$ cat src/rtl/lstk_pkg.sv
// shared types and constants for the lru slot tracker
`default_nettype none

package lstk_pkg;

  localparam int unsigned NumSlots = 8;
  localparam int unsigned SlotW = $clog2(NumSlots);
  localparam int unsigned CntW = $clog2(NumSlots + 1);
  localparam int unsigned KindW = 3;
  localparam int unsigned IdW = 4;
  localparam int unsigned CmdW = 2;

  localparam int unsigned InFieldW = KindW + IdW;
  localparam int unsigned InDataW = ((InFieldW + 7) / 8) * 8;
  localparam int unsigned OutFieldW = SlotW + 1 + 1 + SlotW + 1 + SlotW + CntW + 1;
  localparam int unsigned OutDataW = ((OutFieldW + 7) / 8) * 8;

  typedef logic [SlotW-1:0] slot_t;
  typedef logic [CntW-1:0] cnt_t;
  typedef logic [KindW-1:0] kind_t;

  typedef enum logic [CmdW-1:0] {
    CMD_OPEN  = 2'd0,
    CMD_CLOSE = 2'd1,
    CMD_RAISE = 2'd2
  } cmd_e;

  typedef enum logic [1:0] {
    ST_IDLE,
    ST_LOOKUP,
    ST_UPDATE
  } ctrl_state_e;

  typedef struct packed {
    logic take;
    logic lookup;
    logic commit;
  } ctrl_cmd_t;

endpackage

`default_nettype wire

$ cat src/rtl/lstk_ctrl.sv
// controller state machine: request capture, lookup, commit and output handshake
`default_nettype none

module lstk_ctrl (
  input  wire                 clk_i,
  input  wire                 rst_ni,
  input  wire                 s_valid_i,
  output logic                s_ready_o,
  output logic                m_valid_o,
  input  wire                 m_ready_i,
  output lstk_pkg::ctrl_cmd_t cmd_o
);
  import lstk_pkg::*;

  ctrl_state_e state_q, state_d;
  logic out_valid_q, out_valid_d;

  always_ff @(posedge clk_i or negedge rst_ni) begin
    if (!rst_ni) begin
      state_q     <= ST_IDLE;
      out_valid_q <= 1'b0;
    end else begin
      state_q     <= state_d;
      out_valid_q <= out_valid_d;
    end
  end

  always_comb begin
    state_d     = state_q;
    cmd_o       = '0;
    s_ready_o   = 1'b0;
    out_valid_d = out_valid_q && !m_ready_i;
    unique case (state_q)
      ST_IDLE: begin
        s_ready_o = 1'b1;
        if (s_valid_i) begin
          cmd_o.take = 1'b1;
          state_d    = ST_LOOKUP;
        end
      end
      ST_LOOKUP: begin
        cmd_o.lookup = 1'b1;
        state_d      = ST_UPDATE;
      end
      ST_UPDATE: begin
        // commit once the output register is free
        if (!out_valid_q || m_ready_i) begin
          cmd_o.commit = 1'b1;
          out_valid_d  = 1'b1;
          s_ready_o    = 1'b1;
          if (s_valid_i) begin
            cmd_o.take = 1'b1;
            state_d    = ST_LOOKUP;
          end else begin
            state_d = ST_IDLE;
          end
        end
      end
      default: state_d = ST_IDLE;
    endcase
  end

  assign m_valid_o = out_valid_q;

endmodule

`default_nettype wire

$ cat src/rtl/lstk_dp.sv
// datapath: slot table, recency list, target selection and list compaction
`default_nettype none

module lstk_dp (
  input  wire                           clk_i,
  input  wire                           rst_ni,
  input  lstk_pkg::ctrl_cmd_t           cmd_i,
  input  wire [lstk_pkg::CmdW-1:0]      s_user_i,
  input  wire [lstk_pkg::InDataW-1:0]   s_data_i,
  input  wire                           cfg_we_i,
  input  wire [lstk_pkg::KindW-1:0]     cfg_wdata_i,
  output logic [lstk_pkg::OutDataW-1:0] result_o
);
  import lstk_pkg::*;

  // architectural state
  kind_t mik_q;
  logic [NumSlots-1:0] used_q, used_d;
  kind_t slot_kind_q [NumSlots];
  slot_t list_q [NumSlots];
  slot_t list_d [NumSlots];
  cnt_t cnt_q, cnt_d;

  // request register
  logic [CmdW-1:0] req_cmd_q;
  kind_t req_kind_q;
  logic [IdW-1:0] req_sid_q;

  // lookup stage register
  slot_t tgt_q, tgt_d;
  kind_t kind_q;
  logic rm_q, rm_d;
  logic app_q, app_d;
  logic set_used_q, set_used_d;
  logic clr_used_q, clr_used_d;
  logic hit_q, hit_d;
  logic ev_q, ev_d;
  logic err_q, err_d;
  slot_t res_q, res_d;

  logic [OutDataW-1:0] result_q;

  always_ff @(posedge clk_i or negedge rst_ni) begin
    if (!rst_ni) begin
      mik_q <= KindW'(1);
    end else if (cfg_we_i) begin
      mik_q <= cfg_wdata_i;
    end
  end

  always_ff @(posedge clk_i) begin
    if (cmd_i.take) begin
      req_cmd_q  <= s_user_i;
      req_kind_q <= s_data_i[KindW-1:0];
      req_sid_q  <= s_data_i[KindW +: IdW];
    end
  end

  // lookup: pick the target slot and the list actions
  logic [NumSlots-1:0] hit_vec;
  slot_t hit_idx, free_idx;
  logic any_hit, any_free;

  always_comb begin
    hit_vec  = '0;
    hit_idx  = '0;
    free_idx = '0;
    for (int i = 0; i < NumSlots; i++) begin
      hit_vec[i] = used_q[i] && (slot_kind_q[i] == req_kind_q) && (req_kind_q != mik_q);
    end
    for (int i = NumSlots - 1; i >= 0; i--) begin
      if (hit_vec[i]) begin
        hit_idx = SlotW'(i);
      end
      if (!used_q[i]) begin
        free_idx = SlotW'(i);
      end
    end
    any_hit  = |hit_vec;
    any_free = ~&used_q;
  end

  always_comb begin
    tgt_d      = '0;
    rm_d       = 1'b0;
    app_d      = 1'b0;
    set_used_d = 1'b0;
    clr_used_d = 1'b0;
    hit_d      = 1'b0;
    ev_d       = 1'b0;
    err_d      = 1'b0;
    res_d      = '0;
    unique case (req_cmd_q)
      CMD_OPEN: begin
        rm_d  = 1'b1;
        app_d = 1'b1;
        if (any_hit) begin
          tgt_d = hit_idx;
          hit_d = 1'b1;
        end else if (any_free) begin
          tgt_d      = free_idx;
          set_used_d = 1'b1;
        end else begin
          tgt_d      = (cnt_q != '0) ? list_q[0] : '0;
          set_used_d = 1'b1;
          ev_d       = 1'b1;
        end
        res_d = tgt_d;
      end
      CMD_CLOSE, CMD_RAISE: begin
        tgt_d = req_sid_q[SlotW-1:0];
        if (req_sid_q >= IdW'(NumSlots)) begin
          err_d = 1'b1;
        end else begin
          res_d = tgt_d;
          rm_d  = 1'b1;
          if (req_cmd_q == CMD_CLOSE) begin
            clr_used_d = 1'b1;
          end else begin
            app_d = 1'b1;
          end
        end
      end
      default: begin
      end
    endcase
  end

  always_ff @(posedge clk_i) begin
    if (cmd_i.lookup) begin
      tgt_q      <= tgt_d;
      kind_q     <= req_kind_q;
      rm_q       <= rm_d;
      app_q      <= app_d;
      set_used_q <= set_used_d;
      clr_used_q <= clr_used_d;
      hit_q      <= hit_d;
      ev_q       <= ev_d;
      err_q      <= err_d;
      res_q      <= res_d;
    end
  end

  // update: remove the target from the list, compact, append at the top
  logic [NumSlots-1:0] match;
  slot_t pos;
  logic found;
  cnt_t cnt_rm;
  logic app_ok;
  slot_t packed_list [NumSlots];
  slot_t top_slot;
  cnt_t top_idx;

  always_comb begin
    match = '0;
    pos   = '0;
    for (int i = 0; i < NumSlots; i++) begin
      match[i] = (list_q[i] == tgt_q) && (CntW'(i) < cnt_q);
    end
    for (int i = NumSlots - 1; i >= 0; i--) begin
      if (match[i]) begin
        pos = SlotW'(i);
      end
    end
    found  = rm_q && (|match);
    cnt_rm = cnt_q - CntW'(found);
    app_ok = app_q && (cnt_rm < CntW'(NumSlots));
    for (int i = 0; i < NumSlots - 1; i++) begin
      packed_list[i] = (found && (SlotW'(i) >= pos)) ? list_q[i+1] : list_q[i];
    end
    packed_list[NumSlots-1] = list_q[NumSlots-1];
    for (int i = 0; i < NumSlots; i++) begin
      list_d[i] = (app_ok && (CntW'(i) == cnt_rm)) ? tgt_q : packed_list[i];
    end
    cnt_d   = cnt_rm + CntW'(app_ok);
    top_idx = cnt_d - CntW'(1);
    if (cnt_d == '0) begin
      top_slot = '0;
    end else if (app_ok) begin
      top_slot = tgt_q;
    end else begin
      top_slot = packed_list[top_idx[SlotW-1:0]];
    end
    used_d = used_q;
    if (clr_used_q) begin
      used_d[tgt_q] = 1'b0;
    end
    if (set_used_q) begin
      used_d[tgt_q] = 1'b1;
    end
  end

  always_ff @(posedge clk_i or negedge rst_ni) begin
    if (!rst_ni) begin
      used_q <= '0;
      cnt_q  <= '0;
    end else if (cmd_i.commit) begin
      used_q <= used_d;
      cnt_q  <= cnt_d;
    end
  end

  always_ff @(posedge clk_i) begin
    if (cmd_i.commit) begin
      for (int i = 0; i < NumSlots; i++) begin
        list_q[i] <= list_d[i];
      end
      if (set_used_q) begin
        slot_kind_q[tgt_q] <= kind_q;
      end
      result_q <= {(OutDataW - OutFieldW)'(0), err_q, cnt_d, top_slot, (cnt_d != '0),
                   (ev_q ? tgt_q : slot_t'(0)), ev_q, hit_q, res_q};
    end
  end

  assign result_o = result_q;

endmodule

`default_nettype wire

$ cat src/rtl/lru_slot_tracker_with_kind_lookup.sv
// top level of the lru slot tracker with lookup by kind
// a transfer in goes through lookup, then commit once the output register is free
// items are handled one at a time by the lookup/commit sequence on the slot table
// the next item is taken in the commit cycle while the result waits in the output register
// reset: slots free, recency list empty, multi-instance kind 1, no result pending
`default_nettype none

module lru_slot_tracker_with_kind_lookup (
  input  wire                           clk_i,
  input  wire                           rst_ni,
  input  wire                           s_axis_tvalid,
  output logic                          s_axis_tready,
  // kind[2:0], slot_id[6:3], zero pad
  input  wire [lstk_pkg::InDataW-1:0]   s_axis_tdata,
  // command[1:0]
  input  wire [lstk_pkg::CmdW-1:0]      s_axis_tuser,
  output logic                          m_axis_tvalid,
  input  wire                           m_axis_tready,
  // result_slot[2:0], hit[3], evicted_valid[4], evicted_slot[7:5], top_valid[8],
  // top_slot[11:9], slot_count[15:12], error[16], zero pad
  output logic [lstk_pkg::OutDataW-1:0] m_axis_tdata,
  input  wire                           cfg_we_i,
  input  wire [lstk_pkg::KindW-1:0]     cfg_wdata_i
);
  import lstk_pkg::*;

  ctrl_cmd_t ctrl_cmd;

  lstk_ctrl u_ctrl (
    .clk_i     (clk_i),
    .rst_ni    (rst_ni),
    .s_valid_i (s_axis_tvalid),
    .s_ready_o (s_axis_tready),
    .m_valid_o (m_axis_tvalid),
    .m_ready_i (m_axis_tready),
    .cmd_o     (ctrl_cmd)
  );

  lstk_dp u_dp (
    .clk_i       (clk_i),
    .rst_ni      (rst_ni),
    .cmd_i       (ctrl_cmd),
    .s_user_i    (s_axis_tuser),
    .s_data_i    (s_axis_tdata),
    .cfg_we_i    (cfg_we_i),
    .cfg_wdata_i (cfg_wdata_i),
    .result_o    (m_axis_tdata)
  );

endmodule

`default_nettype wire

$ cat config.mk
export PLATFORM = sky130hd
export DESIGN_NAME = lru_slot_tracker_with_kind_lookup
export DESIGN_NICKNAME = d
export VERILOG_FILES = /design/src/rtl/lstk_pkg.sv /design/src/rtl/lstk_ctrl.sv /design/src/rtl/lstk_dp.sv /design/src/rtl/lru_slot_tracker_with_kind_lookup.sv
export SDC_FILE = /design/constraint.sdc
export NUM_CORES = 1
export LEC_CHECK = 0
export ABC_AREA = 1
export CAP_MARGIN = 10
export CORE_AREA = 5 5 111 113
export CTS_CLUSTER_DIAMETER = 40
export DETAILED_ROUTE_END_ITERATION = 16
export DIE_AREA = 0 0 116 118
export DONT_BUFFER_PORTS = 1
export PLACE_DENSITY = 0.72
export SETUP_SLACK_MARGIN = 0.1
export SLEW_MARGIN = 20
export SYNTH_ARGS = -nofsm -noshare
export SYNTH_HDL_FRONTEND = slang
export SYNTH_HIERARCHICAL = 1
export SYNTH_SLANG_ARGS = --single-unit
export TNS_END_PERCENT = 30
$ cat constraint.sdc
create_clock -name clk_i -period 3.4 [get_ports clk_i]
set_clock_uncertainty 0.15 [all_clocks]
set_input_delay 0.17 -clock clk_i [delete_from_list [all_inputs] [get_ports clk_i]]
set_output_delay 0.17 -clock clk_i [all_outputs]
set_load 0.02 [all_outputs]
* Word-level counts from Yosys, hierarchy flattened
Memories as Yosys holds them, arrays and structs flattened.
Cells that the tools add are included.
W data, S select, Z words.
** Storage, ports and cells
- Flip-flop bits (word level) :: 60
- Memory bits (writable) :: 48
- Input bits :: 18
- Output and inout bits :: 26
- Word-level logic and storage cells :: 222
- Memories kept :: 2
** Memory list
- u_dp.list_q :: words 8, width 3, read ports 8, clocked after Yosys merged registers in 0, wr ports 8, RTL line lstk_dp.sv:20 : slot_t list_q [NumSlots];
- u_dp.slot_kind_q :: words 8, width 3, read ports 8, clocked after Yosys merged registers in 0, wr ports 1, RTL line lstk_dp.sv:19 : kind_t slot_kind_q [NumSlots];
** Operators by class
- Add/subtract/negate cells :: 3
- Magnitude comparators :: 20
- Equal/unequal tests :: 30
- Muxes and demuxes :: 81
- Bitwise gates (word level) :: 6
- Reductions and logical operators :: 59
** Operators by type and width (count)
- $mux W3 :: 46
- $eq A3 B3 Y1 :: 16
- $logic_and A1 B1 Y1 :: 43
- $mux W1 :: 22
- $eq A3 B4 Y1 const A :: 4
- $lt A3 B4 Y1 const A :: 4
- $mux W8 :: 2
- $reduce_or A8 Y1 :: 2
- $pmux W3 S2 :: 2
- $bmux W3 S3 :: 1
- $ge A3 B3 Y1 const A :: 3
- $reduce_or A9 Y1 :: 1
- $and A8 B8 Y8 :: 1
- $eq A2 B4 Y1 const A :: 2
- $ge A4 B4 Y1 const B :: 2
- $logic_not A4 Y1 :: 2
- $lt A1 B4 Y1 const A :: 2
- $lt A2 B4 Y1 const A :: 2
- $not A8 Y8 :: 1
- $or A8 B8 Y8 :: 1
- $pmux W1 S2 :: 4
- $reduce_and A8 Y1 :: 1
- $reduce_bool A4 Y1 :: 2
- $ge A1 B3 Y1 const A :: 2
- other kinds (23) :: 31

* Longest topological paths before layout
An unclocked memory read counts as a cell.
- Depth in word-level cells :: 18
- Gate-level depth with buffers :: 28
- Gate-level depth less buffers :: 25

* Hierarchy
The synthesis kept the hierarchy.
** Modules (own cells, without submodules)
- lstk_dp :: times used 1, cells an instance 613, area an instance 5803.1 µm², seq. area each 3079.2 µm²
- lstk_ctrl :: times used 1, cells an instance 26, area an instance 172.7 µm², seq. area each 75.1 µm²

* Worst setup path after synthesis
OpenSTA, ideal clock, no wires.
- Kind :: register to register
- Start point :: register u_dp.tgt_q[0]
- End point :: register u_dp.result_q[10] (netlist: u_dp/result_o[10]) (data pin)
- Library setup time :: 262 ps
- Data arrival time :: 3185 ps
- Required time :: 2988 ps
- Setup slack :: -196 ps
- Cell stages (with the launch flop) :: 27
- Buffers on the path :: 4
- Clock period less this slack :: 3596 ps
- Path through :: edfxtp_1 -> buf_6 -> buf_6 -> nand2_1 -> nand3_2 -> nor2_1 -> nand2_1 -> nand2_1 -> nor2_1 -> nand2_2 -> nand2_4 -> inv_2 -> ha_1 -> nand3_1 -> nand2_1 -> nand2_1 -> nor2_1 -> ha_1 -> clkbuf_1 -> inv_2 -> ha_1 -> buf_2 -> inv_1 -> nand3_1 -> nand3_1 -> nand2_1 -> a21oi_1
** Between the ends
- Elaborated cells between the ends (all ways) :: 58
- Those cells by class :: add/sub (3); order compare (8); eq/ne (8); mux (19); bitwise (1); reduce/logical (19)
** RTL lines
- from (decl) :: RTL line lstk_dp.sv:30 : slot_t tgt_q, tgt_d;
- from (signal assigned) :: RTL line lstk_dp.sv:131 : tgt_q <= tgt_d;
- $eq A3 B3 Y1 :: RTL line lstk_dp.sv:158 : match[i] = (list_q[i] == tgt_q) && (CntW'(i) < cnt_q);
- $logic_and A1 B1 Y1 :: RTL line lstk_dp.sv:158
- $reduce_or A8 Y1 (*) :: RTL line lstk_dp.sv:165 : found = rm_q && (|match);
- $logic_and A1 B1 Y1 (*) :: RTL line lstk_dp.sv:165
- $sub A4 B1 Y4 (*) :: RTL line lstk_dp.sv:166 : cnt_rm = cnt_q - CntW'(found);
- $lt A4 B4 Y1 :: RTL line lstk_dp.sv:167 : app_ok = app_q && (cnt_rm < CntW'(NumSlots));
- $logic_and A1 B1 Y1 :: RTL line lstk_dp.sv:167
- $add A4 B1 Y4 (*) :: RTL line lstk_dp.sv:175 : cnt_d = cnt_rm + CntW'(app_ok);
- via u_dp.cnt_d[0] :: RTL line lstk_dp.sv:22 : cnt_t cnt_q, cnt_d;
- $sub A3 B1 Y3 :: RTL line lstk_dp.sv:176 : top_idx = cnt_d - CntW'(1);
- $not A3 Y4 (implied by the code) :: RTL line lstk_dp.sv:182 : top_slot = packed_list[top_idx[SlotW-1:0]];
- $bmux W3 S3 :: RTL line lstk_dp.sv:182
- $mux W3 (implied by the code) (2 in a row) :: RTL line lstk_dp.sv:182
- $mux W3 :: RTL line lstk_dp.sv:179 : end else if (app_ok) begin
- to (signal assigned) :: RTL line lstk_dp.sv:211 : result_q <= {(OutDataW - OutFieldW)'(0), err_q, cnt_d, top_slot, (cnt_d != '0),
- to (decl) :: RTL line lstk_dp.sv:41 : logic [OutDataW-1:0] result_q;
The timed path passes the listed nets; every way through them passes the cells marked *. The select of a mux whose other input is x is not followed.
A chain may end at the register's enable or synchronous reset.

* Worst setup path in the final report
- Start point :: register u_dp.cnt_q[1]
- End point :: register u_dp.result_q[9] (netlist: u_dp/result_o[9]) (data pin)
** Between the ends
- Elaborated cells between the ends (all ways) :: 58
- Those cells by class :: add/sub (3); order compare (16); mux (19); bitwise (1); reduce/logical (19)
** RTL lines
- from (decl) :: RTL line lstk_dp.sv:22
- from (signal assigned) :: RTL line lstk_dp.sv:199 : cnt_q <= cnt_d;
- $lt A1 B4 Y1, or another cell as far along :: RTL line lstk_dp.sv:158
- $logic_and A1 B1 Y1 :: RTL line lstk_dp.sv:158
- $reduce_or A8 Y1 :: RTL line lstk_dp.sv:165
- $logic_and A1 B1 Y1 :: RTL line lstk_dp.sv:165
- $sub A4 B1 Y4 (*) :: RTL line lstk_dp.sv:166
- $lt A4 B4 Y1 :: RTL line lstk_dp.sv:167
- $logic_and A1 B1 Y1 :: RTL line lstk_dp.sv:167
- $add A4 B1 Y4 (*) :: RTL line lstk_dp.sv:175
- via u_dp.cnt_d[1] :: RTL line lstk_dp.sv:22
- $sub A3 B1 Y3 :: RTL line lstk_dp.sv:176
- $not A3 Y4 (implied by the code) :: RTL line lstk_dp.sv:182
- $bmux W3 S3 :: RTL line lstk_dp.sv:182
- $mux W3 (implied by the code) (2 in a row) :: RTL line lstk_dp.sv:182
- $mux W3 :: RTL line lstk_dp.sv:179
Marks and branches as above.

==> impl_metrics.csv <==
group,metric,value,unit
routing,postRouteAntennaNets,0,
setup_path,r2r-start,"u_dp/cnt_q[1]",
clocking,numCtsBuffers,9,
sta,fmax,293,MHz
clocking,worstSkewPairLatency,350,ps
sta,setup_violations,3,
place,place_congestion,1.01,
final_layout,seq_area,3160,um^2
die,coreArea,11200,um^2
global_route,grt_antenna_before_repair,0,
clocking,cts_root_buf,"clkbuf_16",
power,powerDensity,881,nW/um^2
clocking,h-tree-depth,3,
yosys,synthMuxAreaShare,0.565,%
outcome,violations,"setup timing",
sta,max_slew_margin,38.2,%
yosys,synth-simple-area-share,22.4,%
clocking,cts_sinks,108,
clocking,clk_path_buf_depth,2,
yosys,ys_seq_area_share,52.8,%
yosys,synth_top_family_by_area,"simple AND/OR/NAND/NOR gates",
place,dp_slack,-220,ps
final_layout,fill_cells,896,
sta,holdWs,210,ps
setup_path,startpoint,"u_dp/cnt_q[1]",
setup_path,reg2reg_depth,25,
place,placement.io_buffers,0,
yosys,synth_cell_type_count,43,
clocking,cts_tree,"built",
final_layout,multi_input_area,2580,um^2
sta,tightest_slew,925,ps
routing,drtIter0Drc,476,
sta,period_minus_slack,3410,ps
sta,drv_slew,0,
setup_path,arrival,3360,ps
die,die-width,116,um
yosys,synthCells,639,
routing,vias_per_cell,5.49,
yosys,synthAdderAreaFrac,1.68,%
setup_path,crit_type,"flop to flop",
routing,post-route-drc-count,0,
global_route,grt_max_degree,39,
final_layout,syn2layout_area_growth,20.4,%
yosys,synth_edf_count,90,
yosys,syn_area_per_cell,9.35,um^2
power,ir_drop,1.29,mV
routing,route.vias.total,4746,
final_layout,drive_gt1_share,24.0,%
setup_path,critPathMaxFanout,6,
die,start_util,53.2,%
die,rows,39,
die,io_pins,44,
clocking,path_clk_slew,80,ps
sta,period_share,100,%
power,power.total,6340,uW
setup_path,critPathLaunchType,"flop",
run,drv_cap,0,
place,place_inst,817,
final_layout,mostFrequentLayoutCells,"130 x nand2_1, 90 x edfxtp_1, 62 x buf_4",
routing,wl_per_cell,16.6,um
global_route,grt_pass1_vias,4722,
routing,routed_wl,14300,um
final_layout,stdcell_count,865,
yosys,synth_seq_cells,108,
power,leakage,0.00302,uW
setup_path,r2r_end,"u_dp/result_o[9]",
setup_path,critPathCaptureType,"flop",
final_layout,final_common_cell,"nand2_1",
yosys,synthesis.area,5980,um^2
global_route,overflow,0,
final_layout,fin_util,64.1,%
final_layout,nets,743,
sta,rsz0062_at_grt,"true",
yosys,ys_async_sr_fraction,16.7,%
setup_path,r2r_slack,-10,ps
yosys,ys_warn_count,6,
yosys,synth_compound_area_share,8.86,%
setup_path,required,3350,ps
routing,dr.pass1.iters,5,
final_layout,n_antenna_cell,0,
global_route,grt_use_total,21.7,%
die,die_height,118,um
yosys,synthXorXnorAreaFrac,6.09,%
hold_path,hp-class,"primary input to asynchronous set/reset pin",
sta,fin_ws,-11.5,ps
global_route,grt_pass1_wl,23200,um
place,hpwl,10400,um
yosys,ys.flop_type,"edfxtp_1",
outcome,outcome,"finished, violations left",
die,fp.dieArea,13700,um^2
sta,hold_violations,0,
-- power by group --
part	switching, uW	total (uW)	internal, uW
clock	513	1030	515
combinational	1930	3360	1430
sequential	217	1950	1730
total	2660	6340	3680
-- state kept, by name, summed over array words and instances, names as in the netlist, 2 cells and up --
register and cells:
u_dp/mik_q 3, u_dp/slot_kind_q 24, u_dp/list_q 24, u_dp/cnt_q 4, u_dp/result_o 17, u_dp/used_q 8
u_dp/tgt_q 3, u_dp/req_sid_q 4, u_dp/req_cmd_q 2, u_dp/kind_q 3, u_dp/res_q 3, u_ctrl/state_q 2
u_dp/req_kind_q 3
-- critical path, cell delays in order (launching register included) --
cell and delay (ps):
dfrtp_1 400, inv_2 90, buf_4 160, o21ai_1 160
nand4_1 180, nand2_2 140, nor2_2 40, nand2_2 80
nand2_4 50, inv_4 80, ha_4 140, nand3_2 80
nand2_2 70, nand2_2 80, nor2_4 130, ha_4 150
ha_4 210, inv_4 50, ha_4 120, inv_2 40
xor2_2 160, buf_6 150, inv_4 50, nand3_1 70
nand2_1 80, a21oi_2 50
-- kinds of logic after synthesis --
family	count (synthesis)
and+or+nand+nor	288
adders and majority gates	8
DFF	108
xor gates and xnor gates	39
buffers and inverters	94
AOI/OAI and AO/OA	98
muxes	3
other	1
-- layer usage --
layer	part of all wire, %	routed length, um	global-route usage, %
met3	6.4	921	3.80
met4	2.5	363	8.41
met5	0	0	0
met1	42	5950	27.6
met2	50	7090	36.6
-- metrics by stage --
step,area (um^2),setup TNS (ps)
floorplan,6090,0
global placement,6460,-294
detailed placement,6460,-608
CTS,7060,0
global route,7200,-696
finish,7200,-24.0
-- how the worst max path moves through the flow --
stage                        end  depth (start not counted)  slack, ps
3_5_place_dp   u_dp/result_o[10]                         22       -220
6_report        u_dp/result_o[9]                         25        -10
3_3_place_gp    u_dp/result_o[9]                         22       -100
5_1_grt         u_dp/result_o[9]                         27       -170
4_1_cts         u_dp/result_o[9]                         22         40
2_1_floorplan  u_dp/result_o[10]                         27        120
-- Yosys cell counts, types with 3 or more instances --
master / instances / area, um^2
nand2_1: 142 / 533
edfxtp_1: 90 / 2700
inv_1: 59 / 221
nand3_1: 56 / 280
o21ai_0: 47 / 235
nor2_1: 46 / 173
a21oi_1: 31 / 155
xor2_1: 19 / 166
dfrtp_1: 17 / 425
xnor2_1: 17 / 149
buf_4: 9 / 67.6
nor3_1: 9 / 45.0
buf_6: 8 / 90.1
ha_1: 8 / 100
inv_2: 8 / 30.0
nand2_2: 6 / 37.5
nand2_4: 6 / 67.6
a31oi_1: 5 / 31.3
clkbuf_1: 5 / 18.8
nor2_2: 5 / 31.3
o21ai_1: 5 / 25.0
or2_2: 4 / 25.0
mux2_2: 3 / 33.8
nand4_1: 3 / 18.8
nor4_2: 3 / 37.5
o2111ai_1: 3 / 26.3
xnor2_2: 3 / 48.8
-- layout make-up --
type / instances / area share [%]
clock inverters: 7 / 0.922
multi-input cells: 443 / 35.9
clock buffers: 9 / 3.13
flip-flops and latches: 108 / 43.9
repair buffers: 85 / 9.75
well taps: 143 / 2.49
inverters: 70 / 3.95
-- repair_timing --
action	4_1_cts	5_1_grt
resized for setup	25	23
hold buffers	18	0
buffers inserted	6	8
setup endpoints to repair	7	17
hold endpoints to repair	33	0
pin swaps	11	15
Note: power is estimated with default switching activity, not from simulation.
